$ cat src/design/dpbd_pkg.sv
// ----------------------------------------------------------------------------
// dpbd_pkg
// Shared types and constants of the disk pulse bit deframer: event codes,
// configuration register indexes, reset values and the item and flag structs.
// ----------------------------------------------------------------------------
package dpbd_pkg;

    // Event codes carried in the operation field.
    typedef enum logic [1:0] {
        OP_EDGE    = 2'd0,
        OP_RESTART = 2'd1,
        OP_READY   = 2'd2
    } t_op;

    // Configuration register indexes.
    localparam int unsigned CFG_IDX_W  = 1;
    localparam int unsigned CFG_DATA_W = 16;
    localparam logic [CFG_IDX_W-1:0] CFG_BIT_THRESHOLD = 1'd0;
    localparam logic [CFG_IDX_W-1:0] CFG_SKIP_COUNT    = 1'd1;

    // Register and state reset values.
    localparam logic [7:0]  THRESHOLD_RESET = 8'h21;
    localparam logic [15:0] SKIP_RESET      = 16'd14000;

    // Fixed widths of the result fields.
    localparam int unsigned POS_OUT_W = 8;
    localparam int unsigned CNT_OUT_W = 32;

    // Parameter defaults.
    localparam int unsigned BUFFER_BYTES_DEF = 256;
    localparam int unsigned COUNT_WIDTH_DEF  = 32;

    // One input item as it travels from the input register to the update logic.
    typedef struct packed {
        t_op        operation;
        logic [7:0] interval;
        logic       ready_level;
    } t_item;

    // Per-item status flags of a result.
    typedef struct packed {
        logic byte_valid;
        logic buffer_full;
        logic sync_found;
    } t_flags;

endpackage

$ cat src/design/disk_pulse_bit_deframer_core.sv
// ----------------------------------------------------------------------------
// disk_pulse_bit_deframer_core
// Turns read-data edge timing events into bytes framed by a gap start mark.
// ----------------------------------------------------------------------------
// The block accepts one event per clock cycle while the output is not stalled
// and returns exactly one result transfer per event. An event passes through
// an input register, then a single update step (threshold compare, skip
// countdown, gap search, byte shift and buffer bookkeeping) writes both the
// deframer state and the result register on the same edge, so back-to-back
// edge events see each other's state without bubbles. Each side has its own
// register, so a new event is taken while a finished result still waits
// downstream; the input stalls only when both registers are full and the
// output is stalled. Edge events are ignored while the drive is not ready.
// After a restart event, the first skip_count decoded bits only advance the
// bit total; the first one bit after that ends the gap, if still open from
// reset, and latches the bit total as the gap length. Bytes are assembled
// most significant bit first and tagged with their position in the active
// ping-pong buffer; the byte that fills a buffer of BUFFER_BYTES entries sets
// buffer_full and switches buffers. The bit total and gap counters are
// COUNT_WIDTH bits wide and wrap; results show their low 32 bits. The
// configuration registers may be written only while no event is in flight.
// ----------------------------------------------------------------------------
module disk_pulse_bit_deframer_core #(
    parameter int unsigned BUFFER_BYTES = dpbd_pkg::BUFFER_BYTES_DEF,
    parameter int unsigned COUNT_WIDTH  = dpbd_pkg::COUNT_WIDTH_DEF
) (
    input  logic                              i_clk,
    input  logic                              i_rst_n,
    // Configuration write port.
    input  logic                              i_cfg_wr_en,
    input  logic [dpbd_pkg::CFG_IDX_W-1:0]    i_cfg_index,
    input  logic [dpbd_pkg::CFG_DATA_W-1:0]   i_cfg_data,
    // Event input channel.
    input  logic                              i_in_valid,
    output logic                              o_in_stall,
    input  logic [1:0]                        i_operation,
    input  logic [7:0]                        i_interval,
    input  logic                              i_ready_level,
    // Result output channel.
    output logic                              o_out_valid,
    input  logic                              i_out_stall,
    output logic                              o_byte_valid,
    output logic [7:0]                        o_data_byte,
    output logic [dpbd_pkg::POS_OUT_W-1:0]    o_byte_position,
    output logic                              o_buffer_select,
    output logic                              o_buffer_full,
    output logic                              o_sync_found,
    output logic [dpbd_pkg::CNT_OUT_W-1:0]    o_gap_length,
    output logic [dpbd_pkg::CNT_OUT_W-1:0]    o_total_bits
);
    import dpbd_pkg::*;

    localparam int unsigned POS_W = $clog2(BUFFER_BYTES);

    // Configuration registers.
    logic [7:0]  r_threshold;
    logic [15:0] r_skip_count;

    // Deframer state.
    logic                   r_ready;
    logic [15:0]            r_skip_left;
    logic                   r_in_gap;
    logic [7:0]             r_shift;
    logic [2:0]             r_bit_index;
    logic [POS_W-1:0]       r_wpos;
    logic                   r_buffer;
    logic [COUNT_WIDTH-1:0] r_total;
    logic [COUNT_WIDTH-1:0] r_gap_bits;

    logic                   n_ready;
    logic [15:0]            n_skip_left;
    logic                   n_in_gap;
    logic [7:0]             n_shift;
    logic [2:0]             n_bit_index;
    logic [POS_W-1:0]       n_wpos;
    logic                   n_buffer;
    logic [COUNT_WIDTH-1:0] n_total;
    logic [COUNT_WIDTH-1:0] n_gap_bits;

    // Result register.
    logic                   r_out_valid;
    t_flags                 r_flags;
    logic [7:0]             r_data_byte;
    logic [POS_OUT_W-1:0]   r_byte_position;
    logic                   r_buffer_select;
    logic [CNT_OUT_W-1:0]   r_gap_length;
    logic [CNT_OUT_W-1:0]   r_total_bits;

    t_flags                 n_flags;
    logic [7:0]             n_data_byte;
    logic [POS_OUT_W-1:0]   n_byte_position;
    logic                   n_buffer_select;
    logic [CNT_OUT_W-1:0]   n_gap_length;
    logic [CNT_OUT_W-1:0]   n_total_bits;

    // Input stage interface.
    t_item in_item;
    t_item held_item;
    logic  held_valid;
    logic  advance;
    logic  step_fire;

    assign in_item.operation   = t_op'(i_operation);
    assign in_item.interval    = i_interval;
    assign in_item.ready_level = i_ready_level;

    // The result register can take a new result when it is empty or its
    // current result is being transferred out in this cycle.
    assign advance   = ~r_out_valid | ~i_out_stall;
    assign step_fire = held_valid & advance;

    dpbd_in_stage u_in_stage (
        .i_clk     (i_clk),
        .i_rst_n   (i_rst_n),
        .i_valid   (i_in_valid),
        .i_item    (in_item),
        .i_advance (advance),
        .o_stall   (o_in_stall),
        .o_valid   (held_valid),
        .o_item    (held_item)
    );

    dpbd_step #(
        .COUNT_WIDTH (COUNT_WIDTH),
        .POS_W       (POS_W),
        .POS_LAST    (BUFFER_BYTES - 1)
    ) u_step (
        .i_item          (held_item),
        .i_threshold     (r_threshold),
        .i_skip_count    (r_skip_count),
        .i_ready         (r_ready),
        .i_skip_left     (r_skip_left),
        .i_in_gap        (r_in_gap),
        .i_shift         (r_shift),
        .i_bit_index     (r_bit_index),
        .i_wpos          (r_wpos),
        .i_buffer        (r_buffer),
        .i_total         (r_total),
        .i_gap_bits      (r_gap_bits),
        .o_ready         (n_ready),
        .o_skip_left     (n_skip_left),
        .o_in_gap        (n_in_gap),
        .o_shift         (n_shift),
        .o_bit_index     (n_bit_index),
        .o_wpos          (n_wpos),
        .o_buffer        (n_buffer),
        .o_total         (n_total),
        .o_gap_bits      (n_gap_bits),
        .o_flags         (n_flags),
        .o_data_byte     (n_data_byte),
        .o_byte_position (n_byte_position),
        .o_buffer_select (n_buffer_select),
        .o_gap_length    (n_gap_length),
        .o_total_bits    (n_total_bits)
    );

    // Configuration writes.
    always_ff @(posedge i_clk) begin
        if (!i_rst_n) begin
            r_threshold  <= THRESHOLD_RESET;
            r_skip_count <= SKIP_RESET;
        end else if (i_cfg_wr_en) begin
            unique case (i_cfg_index)
                CFG_BIT_THRESHOLD: r_threshold  <= i_cfg_data[7:0];
                CFG_SKIP_COUNT:    r_skip_count <= i_cfg_data[15:0];
                default: begin
                end
            endcase
        end
    end

    // State is committed when the held event moves into the result register.
    always_ff @(posedge i_clk) begin
        if (!i_rst_n) begin
            r_ready     <= 1'b0;
            r_skip_left <= SKIP_RESET;
            r_in_gap    <= 1'b1;
            r_shift     <= '0;
            r_bit_index <= '0;
            r_wpos      <= '0;
            r_buffer    <= 1'b0;
            r_total     <= '0;
            r_gap_bits  <= '0;
        end else if (step_fire) begin
            r_ready     <= n_ready;
            r_skip_left <= n_skip_left;
            r_in_gap    <= n_in_gap;
            r_shift     <= n_shift;
            r_bit_index <= n_bit_index;
            r_wpos      <= n_wpos;
            r_buffer    <= n_buffer;
            r_total     <= n_total;
            r_gap_bits  <= n_gap_bits;
        end
    end

    // Result register valid: loaded by each committed event, cleared when
    // the result is transferred without a new one behind it.
    always_ff @(posedge i_clk) begin
        if (!i_rst_n) begin
            r_out_valid <= 1'b0;
        end else if (advance) begin
            r_out_valid <= held_valid;
        end
    end

    always_ff @(posedge i_clk) begin
        if (step_fire) begin
            r_flags         <= n_flags;
            r_data_byte     <= n_data_byte;
            r_byte_position <= n_byte_position;
            r_buffer_select <= n_buffer_select;
            r_gap_length    <= n_gap_length;
            r_total_bits    <= n_total_bits;
        end
    end

    assign o_out_valid     = r_out_valid;
    assign o_byte_valid    = r_flags.byte_valid;
    assign o_buffer_full   = r_flags.buffer_full;
    assign o_sync_found    = r_flags.sync_found;
    assign o_data_byte     = r_data_byte;
    assign o_byte_position = r_byte_position;
    assign o_buffer_select = r_buffer_select;
    assign o_gap_length    = r_gap_length;
    assign o_total_bits    = r_total_bits;

endmodule

$ cat src/design/dpbd_in_stage.sv
// ----------------------------------------------------------------------------
// dpbd_in_stage
// Input register of the deframer. Holds one item and stalls the upstream
// side only while that item cannot move on to the update stage.
// ----------------------------------------------------------------------------
module dpbd_in_stage (
    input  logic           i_clk,
    input  logic           i_rst_n,
    input  logic           i_valid,
    input  dpbd_pkg::t_item i_item,
    input  logic           i_advance,
    output logic           o_stall,
    output logic           o_valid,
    output dpbd_pkg::t_item o_item
);
    import dpbd_pkg::*;

    logic  r_valid;
    t_item r_item;

    // The held item leaves when the next stage can take it.
    assign o_stall = r_valid & ~i_advance;
    assign o_valid = r_valid;
    assign o_item  = r_item;

    always_ff @(posedge i_clk) begin
        if (!i_rst_n) begin
            r_valid <= 1'b0;
        end else if (!o_stall) begin
            r_valid <= i_valid;
        end
    end

    always_ff @(posedge i_clk) begin
        if (i_valid && !o_stall) begin
            r_item <= i_item;
        end
    end

endmodule

$ cat src/design/dpbd_step.sv
// ----------------------------------------------------------------------------
// dpbd_step
// Update logic for one item: bit decision, skip countdown, gap search,
// byte assembly and ping-pong buffer bookkeeping, plus the result fields.
// ----------------------------------------------------------------------------
module dpbd_step #(
    parameter int unsigned COUNT_WIDTH = dpbd_pkg::COUNT_WIDTH_DEF,
    parameter int unsigned POS_W       = 8,
    parameter int unsigned POS_LAST    = 255
) (
    input  dpbd_pkg::t_item         i_item,
    input  logic [7:0]              i_threshold,
    input  logic [15:0]             i_skip_count,
    // Current state.
    input  logic                    i_ready,
    input  logic [15:0]             i_skip_left,
    input  logic                    i_in_gap,
    input  logic [7:0]              i_shift,
    input  logic [2:0]              i_bit_index,
    input  logic [POS_W-1:0]        i_wpos,
    input  logic                    i_buffer,
    input  logic [COUNT_WIDTH-1:0]  i_total,
    input  logic [COUNT_WIDTH-1:0]  i_gap_bits,
    // Next state.
    output logic                    o_ready,
    output logic [15:0]             o_skip_left,
    output logic                    o_in_gap,
    output logic [7:0]              o_shift,
    output logic [2:0]              o_bit_index,
    output logic [POS_W-1:0]        o_wpos,
    output logic                    o_buffer,
    output logic [COUNT_WIDTH-1:0]  o_total,
    output logic [COUNT_WIDTH-1:0]  o_gap_bits,
    // Result fields.
    output dpbd_pkg::t_flags        o_flags,
    output logic [7:0]              o_data_byte,
    output logic [dpbd_pkg::POS_OUT_W-1:0] o_byte_position,
    output logic                    o_buffer_select,
    output logic [dpbd_pkg::CNT_OUT_W-1:0] o_gap_length,
    output logic [dpbd_pkg::CNT_OUT_W-1:0] o_total_bits
);
    import dpbd_pkg::*;

    logic             data_bit;
    logic [7:0]       shift_next;
    logic [POS_W-1:0] byte_pos;

    assign data_bit   = (i_item.interval >= i_threshold);
    assign shift_next = {i_shift[6:0], data_bit};

    always_comb begin
        o_ready         = i_ready;
        o_skip_left     = i_skip_left;
        o_in_gap        = i_in_gap;
        o_shift         = i_shift;
        o_bit_index     = i_bit_index;
        o_wpos          = i_wpos;
        o_buffer        = i_buffer;
        o_total         = i_total;
        o_gap_bits      = i_gap_bits;
        o_flags         = '0;
        o_data_byte     = '0;
        byte_pos        = '0;
        o_buffer_select = 1'b0;

        case (i_item.operation)
            OP_RESTART: begin
                o_skip_left = i_skip_count;
            end
            OP_READY: begin
                o_ready = i_item.ready_level;
            end
            OP_EDGE: begin
                if (i_ready) begin
                    if (i_skip_left != 16'd0) begin
                        o_skip_left = i_skip_left - 16'd1;
                    end else if (i_in_gap) begin
                        if (data_bit) begin
                            o_gap_bits         = i_total;
                            o_in_gap           = 1'b0;
                            o_flags.sync_found = 1'b1;
                        end
                    end else begin
                        o_shift     = shift_next;
                        // Three bits wrap to zero after the eighth bit.
                        o_bit_index = i_bit_index + 3'd1;
                        if (i_bit_index == 3'd7) begin
                            o_flags.byte_valid = 1'b1;
                            o_data_byte        = shift_next;
                            byte_pos           = i_wpos;
                            o_buffer_select    = i_buffer;
                            if (i_wpos == POS_W'(POS_LAST)) begin
                                o_wpos              = '0;
                                o_flags.buffer_full = 1'b1;
                                o_buffer            = ~i_buffer;
                            end else begin
                                o_wpos = i_wpos + POS_W'(1);
                            end
                        end
                    end
                    o_total = i_total + COUNT_WIDTH'(1);
                end
            end
            default: begin
            end
        endcase
    end

    // Fit the position and the counters to the fixed result widths.
    generate
        if (POS_W >= POS_OUT_W) begin : g_pos_trunc
            assign o_byte_position = byte_pos[POS_OUT_W-1:0];
        end else begin : g_pos_ext
            assign o_byte_position = {{(POS_OUT_W-POS_W){1'b0}}, byte_pos};
        end
        if (COUNT_WIDTH >= CNT_OUT_W) begin : g_cnt_trunc
            assign o_gap_length = o_gap_bits[CNT_OUT_W-1:0];
            assign o_total_bits = o_total[CNT_OUT_W-1:0];
        end else begin : g_cnt_ext
            assign o_gap_length = {{(CNT_OUT_W-COUNT_WIDTH){1'b0}}, o_gap_bits};
            assign o_total_bits = {{(CNT_OUT_W-COUNT_WIDTH){1'b0}}, o_total};
        end
    endgenerate

endmodule
$ cat config.mk
export PLATFORM = sky130hd
export DESIGN_NAME = disk_pulse_bit_deframer_core
export DESIGN_NICKNAME = d
export VERILOG_FILES = /design/src/design/dpbd_pkg.sv /design/src/design/disk_pulse_bit_deframer_core.sv /design/src/design/dpbd_in_stage.sv /design/src/design/dpbd_step.sv
export SDC_FILE = /design/constraint.sdc
export NUM_CORES = 1
export LEC_CHECK = 0
export ABC_AREA = 1
export BUFFER_PORTS_ARGS = -buffer_cell sky130_fd_sc_hd__buf_2
export CORE_ASPECT_RATIO = 0.5
export CORE_MARGIN = 10
export CORE_UTILIZATION = 41
export DETAILED_ROUTE_END_ITERATION = 8
export SLEW_MARGIN = 0
export SYNTH_ARGS = -nofsm -noshare
export SYNTH_HDL_FRONTEND = slang
export SYNTH_SLANG_ARGS = --single-unit
$ cat constraint.sdc
create_clock -name i_clk -period 13.07 [get_ports i_clk]
set_input_delay 3.2675 -clock i_clk [delete_from_list [all_inputs] [get_ports i_clk]]
set_output_delay 3.2675 -clock i_clk [all_outputs]
set_load 0.01 [all_outputs]
==> flow_summary.json <==
{
  "outcome": "completed",
  "dr.pass1.iters": 8,
  "grt.overflow.total": 0,
  "ant_nets": 0,
  "cts_setup_buffers": 0,
  "synth.ff_latch_count": 222,
  "place_ws_ns": 6.105,
  "cts_resized": 0,
  "pin_count": 119,
  "area_growth_pct": 14.99,
  "p_per_area_mw_per_mm2": 133.1,
  "slew_headroom_pct": 29.55,
  "diodes": 0,
  "finalSetupViolations": 0,
  "drc_errors": 0,
  "clockPowerShare_pct": 41.2,
  "ys_async_sr_fraction_pct": 0,
  "maxSlewViolCount": 0,
  "yosys-top-cells-area": "edfxtp_1 28%, dfxtp_1 25%, nand2_1 10%",
  "syn_inst": 1257,
  "seq_power_share_pct": 50.2,
  "clock_path_buffers": 3,
  "dieArea_mm2": 0.03196,
  "grt_max_degree": 91,
  "syn_nets": 1303,
  "power_w": 0.001561,
  "via_per_inst": 4.917,
  "nets": 1401,
  "required_ns": 9.80,
  "gp_congestion": 0.8869,
  "cts_tree": "yes",
  "p_int_w": 0.001179,
  "cp_max_fo": 3,
  "ys.flop_type": "dfxtp_1",
  "die_h_um": 131.5,
  "hold_viol": 0,
  "critical_path_class": "in -> out",
  "antenna_found_initial": 0,
  "yosys.area.top_type": "edfxtp_1",
  "synth_edf_count": 95,
  "cts_sinks": 222,
  "hp-class": "reg -> reg",
  "skew_ns": 0.01178,
  "cp.arrival_ns": 3.70,
  "yosysWarningCount": 0,
  "first_iter_violations": 589,
  "worst_slack_ns": 6.100,
  "post-route-period-util_pct": 53.33,
  "htree_levels": 1,
  "tightest_slew_ns": 1.050,
  "fillerInstances": 2346,
  "dp_hpwl_um": 17090,
  "cts_buffers": 22,
  "synth.distinct_cells": 39,
  "start_util_pct": 42.09,
  "hold_buffers": 0,
  "syn_area_per_cell_um2": 8.110,
  "vias": 8388,
  "syn_area_mm2": 0.01019,
  "rsz0062_at_grt": "false",
  "tns_ns": 0,
  "core_mm2": 0.02422,
  "clk_pin_slew_ns": 0.06,
  "cp-end-kind": "primary output",
  "power_leakage_nw": 5.196,
  "grt_pass1_wl_um": 40170,
  "num_rows": 40,
  "avgRoutedWirePerCell_um": 14.49,
  "die_w_um": 243.0,
  "root_buffer": "clkbuf_16",
  "ys_seq_area_share_pct": 52.92,
  "cp-start-kind": "input port",
  "p_sw_w": 0.0003819,
  "min_period_ns": 6.970,
  "cap_viol_max_count": 0,
  "synth_top_area_share_pct": 27.98,
  "p_sw_share_pct": 24.47,
  "max_freq_mhz": 143.5,
  "grt_util_all_layers_pct": 14.82,
  "route.final.wire_length_um": 24720,
  "grt_pass1_vias": 7928,
  "power.share.combinational_pct": 8.6,
  "peakVddDrop_mv": 0.07501,
  "io_buffers": 118,
  "clk-insertion-delay-late_ns": 0.52,
  "drive_gt1_share_pct": 14.38
}
-- worst paths after layout --
kind	startpoint	to	slack, ns	cells after the start
min reg2reg	r_skip_count[2]$_SDFFE_PN0P_	r_skip_count[2]$_SDFFE_PN0P_	0.46	2
min	r_skip_count[2]$_SDFFE_PN0P_	r_skip_count[2]$_SDFFE_PN0P_	0.46	2
max	i_out_stall	o_in_stall	6.10	4
max reg2reg	o_out_valid$_SDFFE_PN0N_	r_ready$_SDFFE_PN0P_	9.81	7
-- per-stage QoR --
stage / hold WS (ns) / area, um2 / cells / util [%]
floorplan: 0.4245 / 10190 / 1257 / -
global placement: 0.4460 / 11000 / 1667 / 45.41
detailed placement: 0.4500 / 11000 / 1667 / 45.41
CTS: 0.4589 / 11720 / 1706 / 48.39
global route: 0.4929 / 11720 / 1706 / 48.39
finish: 0.4582 / 11720 / 1706 / 48.39
-- flip-flops by register name, indices dropped and copies added (netlist names) --
register,flops
o_gap_length,32
o_buffer_full,1
r_gap_bits,32
o_byte_position,8
r_buffer,1
r_threshold,8
r_skip_count,16
o_buffer_select,1
r_ready,1
u_in_stage.o_item,11
o_out_valid,1
r_shift,7
r_wpos,8
o_total_bits,32
r_total,32
r_in_gap,1
o_data_byte,8
u_in_stage.o_valid,1
o_byte_valid,1
r_skip_left,16
o_sync_found,1
r_bit_index,3
-- cells by family after synthesis --
family / share of synthesized area (%)
compound gates: 7.720
xor+xnor: 1.804
simple gates: 27.38
fa+ha+maj: 1.596
flops: 52.92
buf+inv: 8.579
-- cells in the final DEF (no fill, tap or decap), drive strengths merged, types with 19 or more instances in the layout --
cell / instances
nor3: 21
a21oi: 66
buf: 122
nand3: 136
dfxtp: 127
inv: 166
edfxtp: 95
nand2: 292
clkbuf: 29
xor2: 19
o21ai: 65
nor2: 168
-- worst max-delay path: stages --
cell	delay, ns
buf_2	0.07
nand2_1	0.07
nor2_1	0.13
buf_2	0.15
-- Yosys cell counts, types with 5 or more instances --
library cell	count
dfxtp_1	127
inv_1	161
a211oi_1	7
clkbuf_1	25
nor3_2	5
nand2_1	273
a21oi_1	66
nor2_1	160
o21ai_0	62
nor2_4	5
edfxtp_1	95
ha_1	13
nand2_2	18
xor2_1	19
nor3_1	16
nand3_1	133
buf_2	15
nand4_1	12
inv_2	6
-- routing by layer --
metal / global-route usage, % / share of wire, % / vias to the layer above
li1: - / - / 4266
met1: 18.66 / 45 / 3923
met2: 25.72 / 48 / 169
met3: 2.852 / 4.5 / 30
met4: 3.417 / 1.8 / 0
met5: 0 / 0 / -
-- power by group through the flow --
stage          registers [W]  clock network (W)   logic, W
2_1_floorplan       0.000801                  0  0.0000867
3_3_place_gp        0.000797                  0   0.000131
3_5_place_dp        0.000799                  0   0.000135
4_1_cts             0.000783           0.000659   0.000136
5_1_grt             0.000787           0.000686   0.000154
6_report            0.000784           0.000643   0.000134
-- final cells by class --
| cell class | count | area (um2) | share of cell area, % |
|---|---|---|---|
| Clock inverter | 10 | 103.9 | 0.8859 |
| Tap cell | 336 | 420.4 | 3.586 |
| Timing Repair Buffer | 122 | 620.6 | 5.294 |
| Sequential cell | 222 | 5395 | 46.02 |
| Inverter | 168 | 631.9 | 5.390 |
| Multi-Input combinational cell | 819 | 3933 | 33.55 |
| Clock buffer | 29 | 618.1 | 5.273 |
Power figures use the tool's default switching activity.
